$ cat config.mk
export PLATFORM = sky130hd
export DESIGN_NAME = windowed_barcode_classifier_core
export DESIGN_NICKNAME = d
export VERILOG_FILES = /design/src/rtl/wbc_pkg.sv /design/src/rtl/wbc_front.sv /design/src/rtl/wbc_fifo.sv /design/src/rtl/wbc_ram.sv /design/src/rtl/wbc_back.sv /design/src/rtl/windowed_barcode_classifier_core.sv
export SDC_FILE = /design/constraint.sdc
export NUM_CORES = 2
export LEC_CHECK = 0
export ABC_AREA = 0
export BUFFER_PORTS_ARGS = -buffer_cell sky130_fd_sc_hd__buf_2
export CAP_MARGIN = 10
export CORE_MARGIN = 2
export CORE_UTILIZATION = 57
export DETAILED_ROUTE_END_ITERATION = 10
export PLACE_DENSITY = 0.84
export SLEW_MARGIN = 20
export SYNTH_ARGS = -nofsm -noshare
export SYNTH_HDL_FRONTEND = slang
export SYNTH_HIERARCHICAL = 1
export SYNTH_SLANG_ARGS = --single-unit
export TNS_END_PERCENT = 20
$ cat constraint.sdc
create_clock -name clk -period 9.8 [get_ports clk]
set_input_delay 1.96 -clock clk [delete_from_list [all_inputs] [get_ports clk]]
set_output_delay 1.96 -clock clk [all_outputs]
set_load 0.05 [all_outputs]
$ cat src/rtl/wbc_pkg.sv
package wbc_pkg;

  // Default geometry of the classifier.
  localparam int DEF_BITS    = 6;
  localparam int DEF_PER_BIT = 10;
  localparam int DEF_DEPTH   = 70;

  // Field widths.
  localparam int TIME_W     = 32;
  localparam int SAMPLE_W   = 10;
  localparam int SPEED_W    = 8;
  localparam int LEN_W      = 24;
  localparam int LEVEL_W    = 10;
  localparam int SUM_W      = 24;
  localparam int CODE_W     = 6;
  localparam int CFG_IDX_W  = 2;
  localparam int CFG_DATA_W = 24;

  // Command queue depth and quotient bits retired per divider cycle.
  localparam int Q_DEPTH   = 2;
  localparam int DIV_STEPS = 2;

  localparam logic [LEVEL_W-1:0] DARK_RESET = 10'd700;
  localparam logic [LEVEL_W-1:0] GRAY_RESET = 10'd300;

  typedef enum logic [CFG_IDX_W-1:0] {
    REG_TRACK_LENGTH   = 2'd0,
    REG_DARK_THRESHOLD = 2'd1,
    REG_GRAY_LOW       = 2'd2
  } reg_idx_t;

  // One command from the front part to the back part.
  typedef struct packed {
    logic                due;
    logic [SAMPLE_W-1:0] sample;
  } cmd_t;

  typedef struct packed {
    logic full;
    logic empty;
  } q_status_t;

  typedef enum logic {
    FR_IDLE,
    FR_DIV
  } front_state_t;

  typedef enum logic [2:0] {
    BK_IDLE,
    BK_WRITE,
    BK_READ,
    BK_WAIT,
    BK_DONE
  } back_state_t;

endpackage

$ cat src/rtl/wbc_front.sv
module wbc_front #(
  parameter int DEPTH = wbc_pkg::DEF_DEPTH
) (
  input  logic                          clk,
  input  logic                          rst,
  input  logic                          in_valid,
  output logic                          in_stall,
  input  logic [wbc_pkg::TIME_W-1:0]    now_ms,
  input  logic [wbc_pkg::SAMPLE_W-1:0]  sensor_value,
  input  logic [wbc_pkg::SPEED_W-1:0]   avg_speed,
  input  logic [wbc_pkg::LEN_W-1:0]     track_length,
  input  wbc_pkg::q_status_t            q_status,
  output logic                          q_push,
  output wbc_pkg::cmd_t                 q_data
);
  import wbc_pkg::*;

  localparam int DIVR_W  = $clog2((DEPTH - 1) * (2 ** SPEED_W - 1) + 1);
  localparam int DIV_CYC = (LEN_W + DIV_STEPS - 1) / DIV_STEPS;
  localparam int CNT_W   = $clog2(DIV_CYC + 1);
  localparam logic [DIVR_W-1:0] DEPTH_M1 = DIVR_W'(DEPTH - 1);

  front_state_t       state, state_next;
  logic [TIME_W-1:0]  next_time, time_next;
  logic               time_load;
  logic [TIME_W-1:0]  now_lat;
  logic [LEN_W-1:0]   quot, quot_w;
  logic [DIVR_W-1:0]  rem, rem_w;
  logic [DIVR_W-1:0]  divisor, speed_div;
  logic [DIVR_W:0]    trial;
  logic [CNT_W-1:0]   div_cnt;
  logic               accept;
  logic               due;

  assign in_stall  = (state != FR_IDLE) || q_status.full;
  assign accept    = in_valid && !in_stall;
  assign due       = now_ms >= next_time;
  assign speed_div = DEPTH_M1 * DIVR_W'(avg_speed);

  // Every accepted item becomes a command; the back part needs no quotient.
  assign q_push = accept;
  assign q_data = '{due: due, sample: sensor_value};

  // Restoring division, a few quotient bits per cycle.
  always_comb begin
    rem_w  = rem;
    quot_w = quot;
    trial  = '0;
    for (int i = 0; i < DIV_STEPS; i++) begin
      trial  = {rem_w, quot_w[LEN_W-1]};
      quot_w = quot_w << 1;
      if (trial >= {1'b0, divisor}) begin
        trial     = trial - {1'b0, divisor};
        quot_w[0] = 1'b1;
      end
      rem_w = trial[DIVR_W-1:0];
    end
  end

  always_comb begin
    state_next = state;
    time_load  = 1'b0;
    time_next  = next_time;
    unique case (state)
      FR_IDLE: begin
        if (accept && due) begin
          if (avg_speed == '0) begin
            time_load = 1'b1;
            time_next = now_ms;
          end else begin
            state_next = FR_DIV;
          end
        end
      end
      FR_DIV: begin
        if (div_cnt == CNT_W'(DIV_CYC - 1)) begin
          state_next = FR_IDLE;
          time_load  = 1'b1;
          time_next  = now_lat + TIME_W'(quot_w);
        end
      end
    endcase
  end

  always_ff @(posedge clk) begin
    if (rst) begin
      state     <= FR_IDLE;
      next_time <= '0;
    end else begin
      state <= state_next;
      if (time_load) begin
        next_time <= time_next;
      end
    end
  end

  always_ff @(posedge clk) begin
    if (accept && due) begin
      now_lat <= now_ms;
      quot    <= track_length;
      rem     <= '0;
      divisor <= speed_div;
      div_cnt <= '0;
    end else if (state == FR_DIV) begin
      quot    <= quot_w;
      rem     <= rem_w;
      div_cnt <= div_cnt + 1'b1;
    end
  end

endmodule

$ cat src/rtl/wbc_fifo.sv
module wbc_fifo #(
  parameter int DEPTH = wbc_pkg::Q_DEPTH
) (
  input  logic               clk,
  input  logic               rst,
  input  logic               push,
  input  wbc_pkg::cmd_t      data_in,
  input  logic               pop,
  output wbc_pkg::cmd_t      data_out,
  output wbc_pkg::q_status_t status
);
  import wbc_pkg::*;

  localparam int PW = (DEPTH > 1) ? $clog2(DEPTH) : 1;
  localparam int CW = $clog2(DEPTH + 1);

  cmd_t            slots [DEPTH];
  logic [PW-1:0]   wr_ptr, rd_ptr;
  logic [CW-1:0]   count;

  assign data_out     = slots[rd_ptr];
  assign status.full  = count == CW'(DEPTH);
  assign status.empty = count == '0;

  always_ff @(posedge clk) begin
    if (rst) begin
      wr_ptr <= '0;
      rd_ptr <= '0;
      count  <= '0;
    end else begin
      if (push) begin
        wr_ptr <= (wr_ptr == PW'(DEPTH - 1)) ? '0 : wr_ptr + 1'b1;
      end
      if (pop) begin
        rd_ptr <= (rd_ptr == PW'(DEPTH - 1)) ? '0 : rd_ptr + 1'b1;
      end
      if (push && !pop) begin
        count <= count + 1'b1;
      end else if (pop && !push) begin
        count <= count - 1'b1;
      end
    end
  end

  always_ff @(posedge clk) begin
    if (push) begin
      slots[wr_ptr] <= data_in;
    end
  end

endmodule

$ cat src/rtl/wbc_ram.sv
module wbc_ram #(
  parameter int WIDTH = wbc_pkg::SUM_W,
  parameter int DEPTH = wbc_pkg::DEF_DEPTH
) (
  input  logic                     clk,
  input  logic                     we,
  input  logic [$clog2(DEPTH)-1:0] waddr,
  input  logic [WIDTH-1:0]         wdata,
  input  logic [$clog2(DEPTH)-1:0] raddr,
  output logic [WIDTH-1:0]         rdata
);

  logic [WIDTH-1:0] mem [DEPTH];

  always_ff @(posedge clk) begin
    if (we) begin
      mem[waddr] <= wdata;
    end
    rdata <= mem[raddr];
  end

endmodule

$ cat src/rtl/wbc_back.sv
module wbc_back #(
  parameter int BITS    = wbc_pkg::DEF_BITS,
  parameter int PER_BIT = wbc_pkg::DEF_PER_BIT,
  parameter int DEPTH   = wbc_pkg::DEF_DEPTH
) (
  input  logic                         clk,
  input  logic                         rst,
  input  wbc_pkg::q_status_t           q_status,
  output logic                         q_pop,
  input  wbc_pkg::cmd_t                q_data,
  input  logic [wbc_pkg::LEVEL_W-1:0]  dark_threshold,
  input  logic [wbc_pkg::LEVEL_W-1:0]  gray_low,
  output logic                         out_valid,
  input  logic                         out_stall,
  output logic                         code_valid,
  output logic [wbc_pkg::CODE_W-1:0]   code_bits
);
  import wbc_pkg::*;

  localparam int AW    = $clog2(DEPTH);
  localparam int CW    = $clog2(DEPTH + 1);
  localparam int WBW   = $clog2(BITS * PER_BIT + 1);
  localparam int LW    = (WBW > AW) ? WBW : AW;
  localparam int WCW   = $clog2(BITS + 1);
  localparam int KW    = $clog2(PER_BIT);
  localparam int THR_W = LEVEL_W + 1 + KW;
  localparam logic [KW-1:0] K       = KW'(PER_BIT - 1);
  localparam logic [AW:0]   DEPTH_X = (AW + 1)'(DEPTH);
  localparam logic [CW:0]   DEPTH_C = (CW + 1)'(DEPTH);

  back_state_t          state, state_next;
  logic                 ram_we, issue, load_out, slot_free;
  logic [SAMPLE_W-1:0]  sample;
  logic [AW-1:0]        head, head_inc;
  logic [CW-1:0]        wr_cnt;
  logic [SUM_W-1:0]     newest, new_sum;
  logic [WBW-1:0]       win_base;
  logic                 iss_phase;
  logic [WCW-1:0]       iss_win, win_done;
  logic                 rd_v, rd_phase, rd_zero;
  logic [SUM_W-1:0]     rdata, rd_val, s_val, diff;
  logic [LW-1:0]        lidx;
  logic [AW-1:0]        cidx, raddr;
  logic [AW:0]          psum;
  logic [CW:0]          zsum;
  logic                 unwritten;
  logic [THR_W-1:0]     thr_dark, thr_gray;
  logic                 is_dark, is_gray, win_bit, win_ok;
  logic [BITS-1:0]      code, code_next, top_bit;
  logic [CODE_W-1:0]    code_out;
  logic                 ok;

  wbc_ram #(
    .WIDTH(SUM_W),
    .DEPTH(DEPTH)
  ) u_store (
    .clk  (clk),
    .we   (ram_we),
    .waddr(head),
    .wdata(new_sum),
    .raddr(raddr),
    .rdata(rdata)
  );

  // The store is a ring: head is the oldest entry.
  assign new_sum  = newest + SUM_W'(sample);
  assign head_inc = (head == AW'(DEPTH - 1)) ? '0 : head + 1'b1;

  // Window index, clamped to the newest entry, then mapped onto the ring.
  assign lidx  = iss_phase ? (LW'(win_base) + LW'(PER_BIT - 1)) : LW'(win_base);
  assign cidx  = (lidx > LW'(DEPTH - 1)) ? AW'(DEPTH - 1) : lidx[AW-1:0];
  assign psum  = {1'b0, head} + {1'b0, cidx};
  assign raddr = (psum >= DEPTH_X) ? AW'(psum - DEPTH_X) : psum[AW-1:0];

  // Entries older than the fill count were never written and read as zero.
  assign zsum      = (CW + 1)'(cidx) + (CW + 1)'(wr_cnt);
  assign unwritten = zsum < DEPTH_C;

  // floor(diff / K) > dark is diff >= (dark + 1) * K; gray likewise.
  assign thr_dark = THR_W'({1'b0, dark_threshold} + 11'd1) * THR_W'(K);
  assign thr_gray = THR_W'(gray_low) * THR_W'(K);

  assign rd_val  = rd_zero ? '0 : rdata;
  assign diff    = rd_val - s_val;
  assign is_dark = diff >= SUM_W'(thr_dark);
  assign is_gray = diff >= SUM_W'(thr_gray);
  assign win_bit = !is_dark;
  assign win_ok  = is_dark || is_gray;

  always_comb begin
    top_bit         = '0;
    top_bit[BITS-1] = win_bit;
    code_next       = (code >> 1) | top_bit;
  end

  for (genvar j = 0; j < CODE_W; j++) begin : g_code
    if (j < BITS) begin : g_bit
      assign code_out[j] = code[j];
    end else begin : g_zero
      assign code_out[j] = 1'b0;
    end
  end

  assign slot_free = !out_valid || !out_stall;

  always_comb begin
    state_next = state;
    q_pop      = 1'b0;
    ram_we     = 1'b0;
    issue      = 1'b0;
    load_out   = 1'b0;
    unique case (state)
      BK_IDLE: begin
        if (!q_status.empty) begin
          q_pop      = 1'b1;
          state_next = q_data.due ? BK_WRITE : BK_DONE;
        end
      end
      BK_WRITE: begin
        ram_we     = 1'b1;
        state_next = BK_READ;
      end
      BK_READ: begin
        issue = 1'b1;
        if (iss_phase && (iss_win == WCW'(BITS - 1))) begin
          state_next = BK_WAIT;
        end
      end
      BK_WAIT: begin
        if (win_done == WCW'(BITS)) begin
          state_next = BK_DONE;
        end
      end
      BK_DONE: begin
        if (slot_free) begin
          load_out   = 1'b1;
          state_next = BK_IDLE;
        end
      end
      default: state_next = BK_IDLE;
    endcase
  end

  always_ff @(posedge clk) begin
    if (rst) begin
      state     <= BK_IDLE;
      head      <= '0;
      wr_cnt    <= '0;
      newest    <= '0;
      out_valid <= 1'b0;
      rd_v      <= 1'b0;
    end else begin
      state <= state_next;
      rd_v  <= issue;
      if (ram_we) begin
        newest <= new_sum;
        head   <= head_inc;
        if (wr_cnt != CW'(DEPTH)) begin
          wr_cnt <= wr_cnt + 1'b1;
        end
      end
      if (load_out) begin
        out_valid <= 1'b1;
      end else if (!out_stall) begin
        out_valid <= 1'b0;
      end
    end
  end

  always_ff @(posedge clk) begin
    if (q_pop) begin
      sample    <= q_data.sample;
      win_base  <= '0;
      iss_phase <= 1'b0;
      iss_win   <= '0;
      win_done  <= '0;
      code      <= '0;
      ok        <= q_data.due;
    end
    if (issue) begin
      iss_phase <= !iss_phase;
      if (iss_phase) begin
        win_base <= win_base + WBW'(PER_BIT);
        iss_win  <= iss_win + 1'b1;
      end
    end
    rd_phase <= iss_phase;
    rd_zero  <= unwritten;
    if (rd_v) begin
      if (!rd_phase) begin
        s_val <= rd_val;
      end else begin
        code     <= code_next;
        ok       <= ok && win_ok;
        win_done <= win_done + 1'b1;
      end
    end
    if (load_out) begin
      code_valid <= ok;
      code_bits  <= ok ? code_out : '0;
    end
  end

endmodule

$ cat src/rtl/windowed_barcode_classifier_core.sv
// Windowed barcode classifier.
// Input channel (in_valid/in_stall) carries now_ms, sensor_value and avg_speed;
// a transfer happens on a rising edge with in_valid high and in_stall low.
// Every input transfer yields exactly one output transfer (out_valid/out_stall)
// of code_valid and code_bits, in order.
// The front part compares the time against the next sample time and, for a
// due item with nonzero speed, runs a restoring divider that retires two
// quotient bits per cycle: the input is held off while the divider runs after
// such a transfer, otherwise the front takes one item per cycle while the
// two-entry command queue has room.
// The back part works one command at a time. An item that is not due
// goes from the queue to the output register without touching the store.
// A due item passes through the back part in order: taking the command, one
// store write, one read per window edge through the single read port, a drain
// of the read pipeline and loading the output; no new command is taken before that.
// Reset clears the configuration to its defaults, the next sample time, the
// queue and the output register; the store needs no clearing pass, since a
// fill count makes never-written entries read as zero.
// While out_stall is high the result is held and the back part waits, while the queue
// keeps the front taking items until it fills. Configuration writes belong to idle periods.
module windowed_barcode_classifier_core #(
  parameter int BITS    = wbc_pkg::DEF_BITS,
  parameter int PER_BIT = wbc_pkg::DEF_PER_BIT,
  parameter int DEPTH   = wbc_pkg::DEF_DEPTH
) (
  input  logic                           clk,
  input  logic                           rst,
  input  logic                           cfg_we,
  input  logic [wbc_pkg::CFG_IDX_W-1:0]  cfg_index,
  input  logic [wbc_pkg::CFG_DATA_W-1:0] cfg_data,
  input  logic                           in_valid,
  output logic                           in_stall,
  input  logic [wbc_pkg::TIME_W-1:0]     now_ms,
  input  logic [wbc_pkg::SAMPLE_W-1:0]   sensor_value,
  input  logic [wbc_pkg::SPEED_W-1:0]    avg_speed,
  output logic                           out_valid,
  input  logic                           out_stall,
  output logic                           code_valid,
  output logic [wbc_pkg::CODE_W-1:0]     code_bits
);
  import wbc_pkg::*;

  // Configuration registers.
  logic [LEN_W-1:0]   track_length;
  logic [LEVEL_W-1:0] dark_threshold;
  logic [LEVEL_W-1:0] gray_low;

  // Command queue between the front and back parts.
  logic      q_push, q_pop;
  cmd_t      q_in, q_out;
  q_status_t q_status;

  always_ff @(posedge clk) begin
    if (rst) begin
      track_length   <= '0;
      dark_threshold <= DARK_RESET;
      gray_low       <= GRAY_RESET;
    end else if (cfg_we) begin
      unique case (reg_idx_t'(cfg_index))
        REG_TRACK_LENGTH:   track_length   <= cfg_data[LEN_W-1:0];
        REG_DARK_THRESHOLD: dark_threshold <= cfg_data[LEVEL_W-1:0];
        REG_GRAY_LOW:       gray_low       <= cfg_data[LEVEL_W-1:0];
        default: ;
      endcase
    end
  end

  // The front part decides whether an item is due and keeps the sample clock.
  wbc_front #(
    .DEPTH(DEPTH)
  ) u_front (
    .clk         (clk),
    .rst         (rst),
    .in_valid    (in_valid),
    .in_stall    (in_stall),
    .now_ms      (now_ms),
    .sensor_value(sensor_value),
    .avg_speed   (avg_speed),
    .track_length(track_length),
    .q_status    (q_status),
    .q_push      (q_push),
    .q_data      (q_in)
  );

  wbc_fifo #(
    .DEPTH(Q_DEPTH)
  ) u_queue (
    .clk     (clk),
    .rst     (rst),
    .push    (q_push),
    .data_in (q_in),
    .pop     (q_pop),
    .data_out(q_out),
    .status  (q_status)
  );

  // The back part updates the prefix store and classifies the windows.
  wbc_back #(
    .BITS   (BITS),
    .PER_BIT(PER_BIT),
    .DEPTH  (DEPTH)
  ) u_back (
    .clk           (clk),
    .rst           (rst),
    .q_status      (q_status),
    .q_pop         (q_pop),
    .q_data        (q_out),
    .dark_threshold(dark_threshold),
    .gray_low      (gray_low),
    .out_valid     (out_valid),
    .out_stall     (out_stall),
    .code_valid    (code_valid),
    .code_bits     (code_bits)
  );

  // The front part must never push into a full queue.
  a_queue_no_overflow: assert property (
    @(posedge clk) disable iff (rst) q_status.full |-> !q_push
  ) else $error("command queue overflow");

  // The back part must never pop an empty queue.
  a_queue_no_underflow: assert property (
    @(posedge clk) disable iff (rst) q_status.empty |-> !q_pop
  ) else $error("command queue underflow");

  // An invalid code always carries zero bits.
  a_invalid_code_zero: assert property (
    @(posedge clk) disable iff (rst) (out_valid && !code_valid) |-> (code_bits == '0)
  ) else $error("invalid code with nonzero bits");

endmodule

==> metrics.md <==
| Metric | Value |
|---|---|
| Peak supply drop | 0.3853 mV |
| Area leader, netlist | edfxtp_1 |
| Pwr dens | 292.9 mW/mm2 |
| Final setup fails | 0 |
| Fin. Hold Viols | 0 |
| Post-synth EDFFs | 1816 |
| DR DRC count | 0 |
| Die area | 0.1534 mm2 |
| Reg-to-Reg Start | u_front/quot[23] |
| Seq/Total Area, Yosys | 68.03% |
| Post-CTS Setup Inserts | 0 |
| Reg2Reg Depth | 27 |
| Number of maximum-capacitance violations | 0 |
| Leakage power | 31.63 nW |
| Synth Cell Area | about 0.086 mm2 |
| CP Capture Type | register |
| Design area | 0.09494 mm2 |
| Core ar. | 0.1496 mm2 |
| Setup TNS | 0 ns |
| Min-delay src | u_back/code[0] |
| CTS HTree Levels | 4 |
| Via/cell ratio | 6.445 |
| CTS tree | done |
| Vias post-DR | 49.79k |
| Hold path depth | 2 |
| Per-cell routed wire length | 28.02 um |
| Row count | 142 |
| Tmin final | 7.749 ns |
| I/O Buffers | 89 |
| Final nets | between 5k and 6k |
| Fin crit share | 79.08% |
| Commonest non-fill, non-tap cells in the layout | 1816 x edfxtp_1, 538 x mux2i_1, 292 x nor2_1 |
| Syn_area_per_cell | around 16 um2 |
| Routed Wire Length | 216.5 mm |
| Syn Nets | between 5k and 6k |
| Initial antenna violation count | 14 |
| GP Congestion | 0.9076 |
| Worst-margin pin slew | 1.156 ns |
| Status | complete, no violations |
| CP Launch Type | register |
| CP Data Required Time | 10.47 ns |
| Cts hold-fix bufs | 0 |
| Worst setup path class | register to register |
| Synth top area cells | edfxtp_1 64%, mux2i_1 6.3%, mux4_2 5.7% |
| Vias in the first global route | ~50k |
| Layout area overhead | 10.80% |
| First-pass GRT wire length | 319.2 mm |
| Fraction of layout cells with a size suffix above 1 | 15.43% |
| RSZ-0062 raised after global routing | false |
| Primary FF master, synth | edfxtp_1 |
| R2R setup slack | roughly 2 ns |
| Maximum clock rate | 0.1290 GHz |
| Share of the synthesized area in the top cell type | approximately 64% |
| GRT Overall Usage | 28.07% |
| Initial Util | ~57% |
| Final HPWL DP | 123.5 mm |
| I/O pin cnt | 90 |
| DR iter-0 viols | 6266 |
| Arrival @ worst endpoint | about 8.4 ns |
| Synth Warn # | 6 |
| Placed cell area | 0.08882 mm2 |
| Synth Register Bits | 2004 |
| Slew HR | 22.95% |
| Worst hold path class | register to register |
| Clk_skew | 0.04665 ns |
| R2r endpoint | u_front/next_time[28] |
| Crit-path max FO | 24 |
| Total grt overflow | 0 |
| First-pass iteration count of the detailed router | 8 |
| CTS buffer count | 187 |
| PnR Total Power | 27.81 mW |
| Hold Crit Endpoint | u_back/code[0] |
| Die width | 391.7 um |
| Yosys cell types | just over 100 |
| Largest net degree at the start of global routing | 114 |
| Sink Count | between 2k and 2.5k |
| Clock latency on the worst-skew pair | 0.85 ns |
| Commonest non-fill, non-tap cell in the layout | edfxtp_1 |
| Cts repair resizes | 0 |
| Synth async-reset ratio | 0% |
| DRT antenna net count | 0 |
| Worst-path clk slew | 0.06 ns |
| CTS root buffer | clkbuf_16 |
| Die extent in y | between 300 and 400 um |
| Cells after Synth | 5396 |
| Slew Limit Fails | 0 |
| Clock Path Buffers | 3 |
## layout make-up
type,instances,area [um2]
sequential,2004,58300
fill,9862,54660
multi-input combinational,2989,25910
clock buffer,250,5081
tap,2016,2522
timing repair buffer,221,1526
clock inverter,92,1023
inverter,149,561.8
antenna,5,12.51
## state kept, by name, indices dropped and copies added, names as in the netlist, 24 cells and up, named ones only
name                  count
u_front/now_lat          32
u_front/quot             24
u_back/s_val             24
u_back/newest            24
u_back/u_store/mem     1680
u_front/next_time        32
u_back/u_store/rdata     24
track_length             24
## cell families (layout without fill, tap and decap cells)
kind of cell	after synthesis	after routing	share of synthesized area, %
mux	797	797	12.53
simple gates	992	992	5.530
flops	2004	2004	68.03
other cells	0	5	0
xor+xnor	157	157	1.605
fa+ha+maj	237	237	3.548
buf+inv	403	712	2.370
compound gates	806	806	6.386
## stage by stage
step / hold WS [ns] / std cells / util, % / worst slack, ns
2_1_floorplan: 0.3679 / 5396 / - / 2.942
4_1_cts: 0.4580 / 7721 / 63.45 / 2.023
6_report: 0.4585 / 7726 / 63.46 / 2.051
3_5_place_dp: 0.4477 / 7379 / 59.37 / 2.063
5_1_grt: 0.4777 / 7726 / 63.46 / 1.567
3_3_place_gp: 0.4398 / 7379 / 59.37 / 2.102
## routing by layer
metal / GRT usage, % / vias to the layer above / part of all wire [%]
li1: - / 21340 / -
met1: 35.24 / 24980 / 36
met2: 46.89 / 2892 / 49
met3: 5.310 / 570 / 9.4
met4: 14.15 / 10 / 5.4
met5: 0 / - / 0.032
## how the worst max path moves through the flow
stage	start	to	slack (ns)	cells past startpoint
2_1_floorplan	u_front/quot[23]	u_front/next_time[24]	2.94	30
3_3_place_gp	u_front/quot[23]	u_front/next_time[28]	2.10	27
3_5_place_dp	u_front/quot[23]	u_front/next_time[28]	2.06	27
4_1_cts	u_front/quot[23]	u_front/next_time[28]	2.02	27
5_1_grt	u_front/quot[23]	u_front/next_time[28]	1.57	27
6_report	u_front/quot[23]	u_front/next_time[28]	2.05	27
## Yosys cell counts (60+ instances only)
cell      number
nand3_1      101
nor3_1        60
nor2_1       362
dfxtp_1      188
clkbuf_1      92
a21oi_1      153
edfxtp_1    1816
xor2_1        62
mux2i_1      538
buf_2         74
o22ai_1       99
inv_1        147
mux4_2       216
nand2b_1      77
ha_1         227
xnor2_1       95
o21ai_0      117
nand2_1      195
## where the power goes
group | internal, mW | switching, mW
logic | 3.41 | 6.34
registers | 10.6 | 0.232
clock network | 4.06 | 3.20
## worst max-delay path: stages, from the launching register on
cell and delay, ns:
edfxtp_1 0.40, inv_1 0.08, ha_1 0.18, inv_1 0.06, fa_1 0.43, a211oi_2 0.38, o21ai_2 0.11, a211oi_1 0.37
o31a_1 0.21, buf_4 0.27, mux2_2 0.38, ha_1 0.36, a21oi_1 0.25, o21bai_1 0.11, a41o_1 0.27, a2111o_1 0.39
a221o_1 0.33, a21oi_4 0.25, inv_4 0.17, ha_1 0.27, fa_1 0.44, a211o_1 0.32, a21oi_1 0.25, a2bb2oi_1 0.26
o21a_1 0.23, o21ai_0 0.28, o311ai_0 0.40, a311oi_1 0.15
Note: power is estimated with default switching activity, not from simulation.
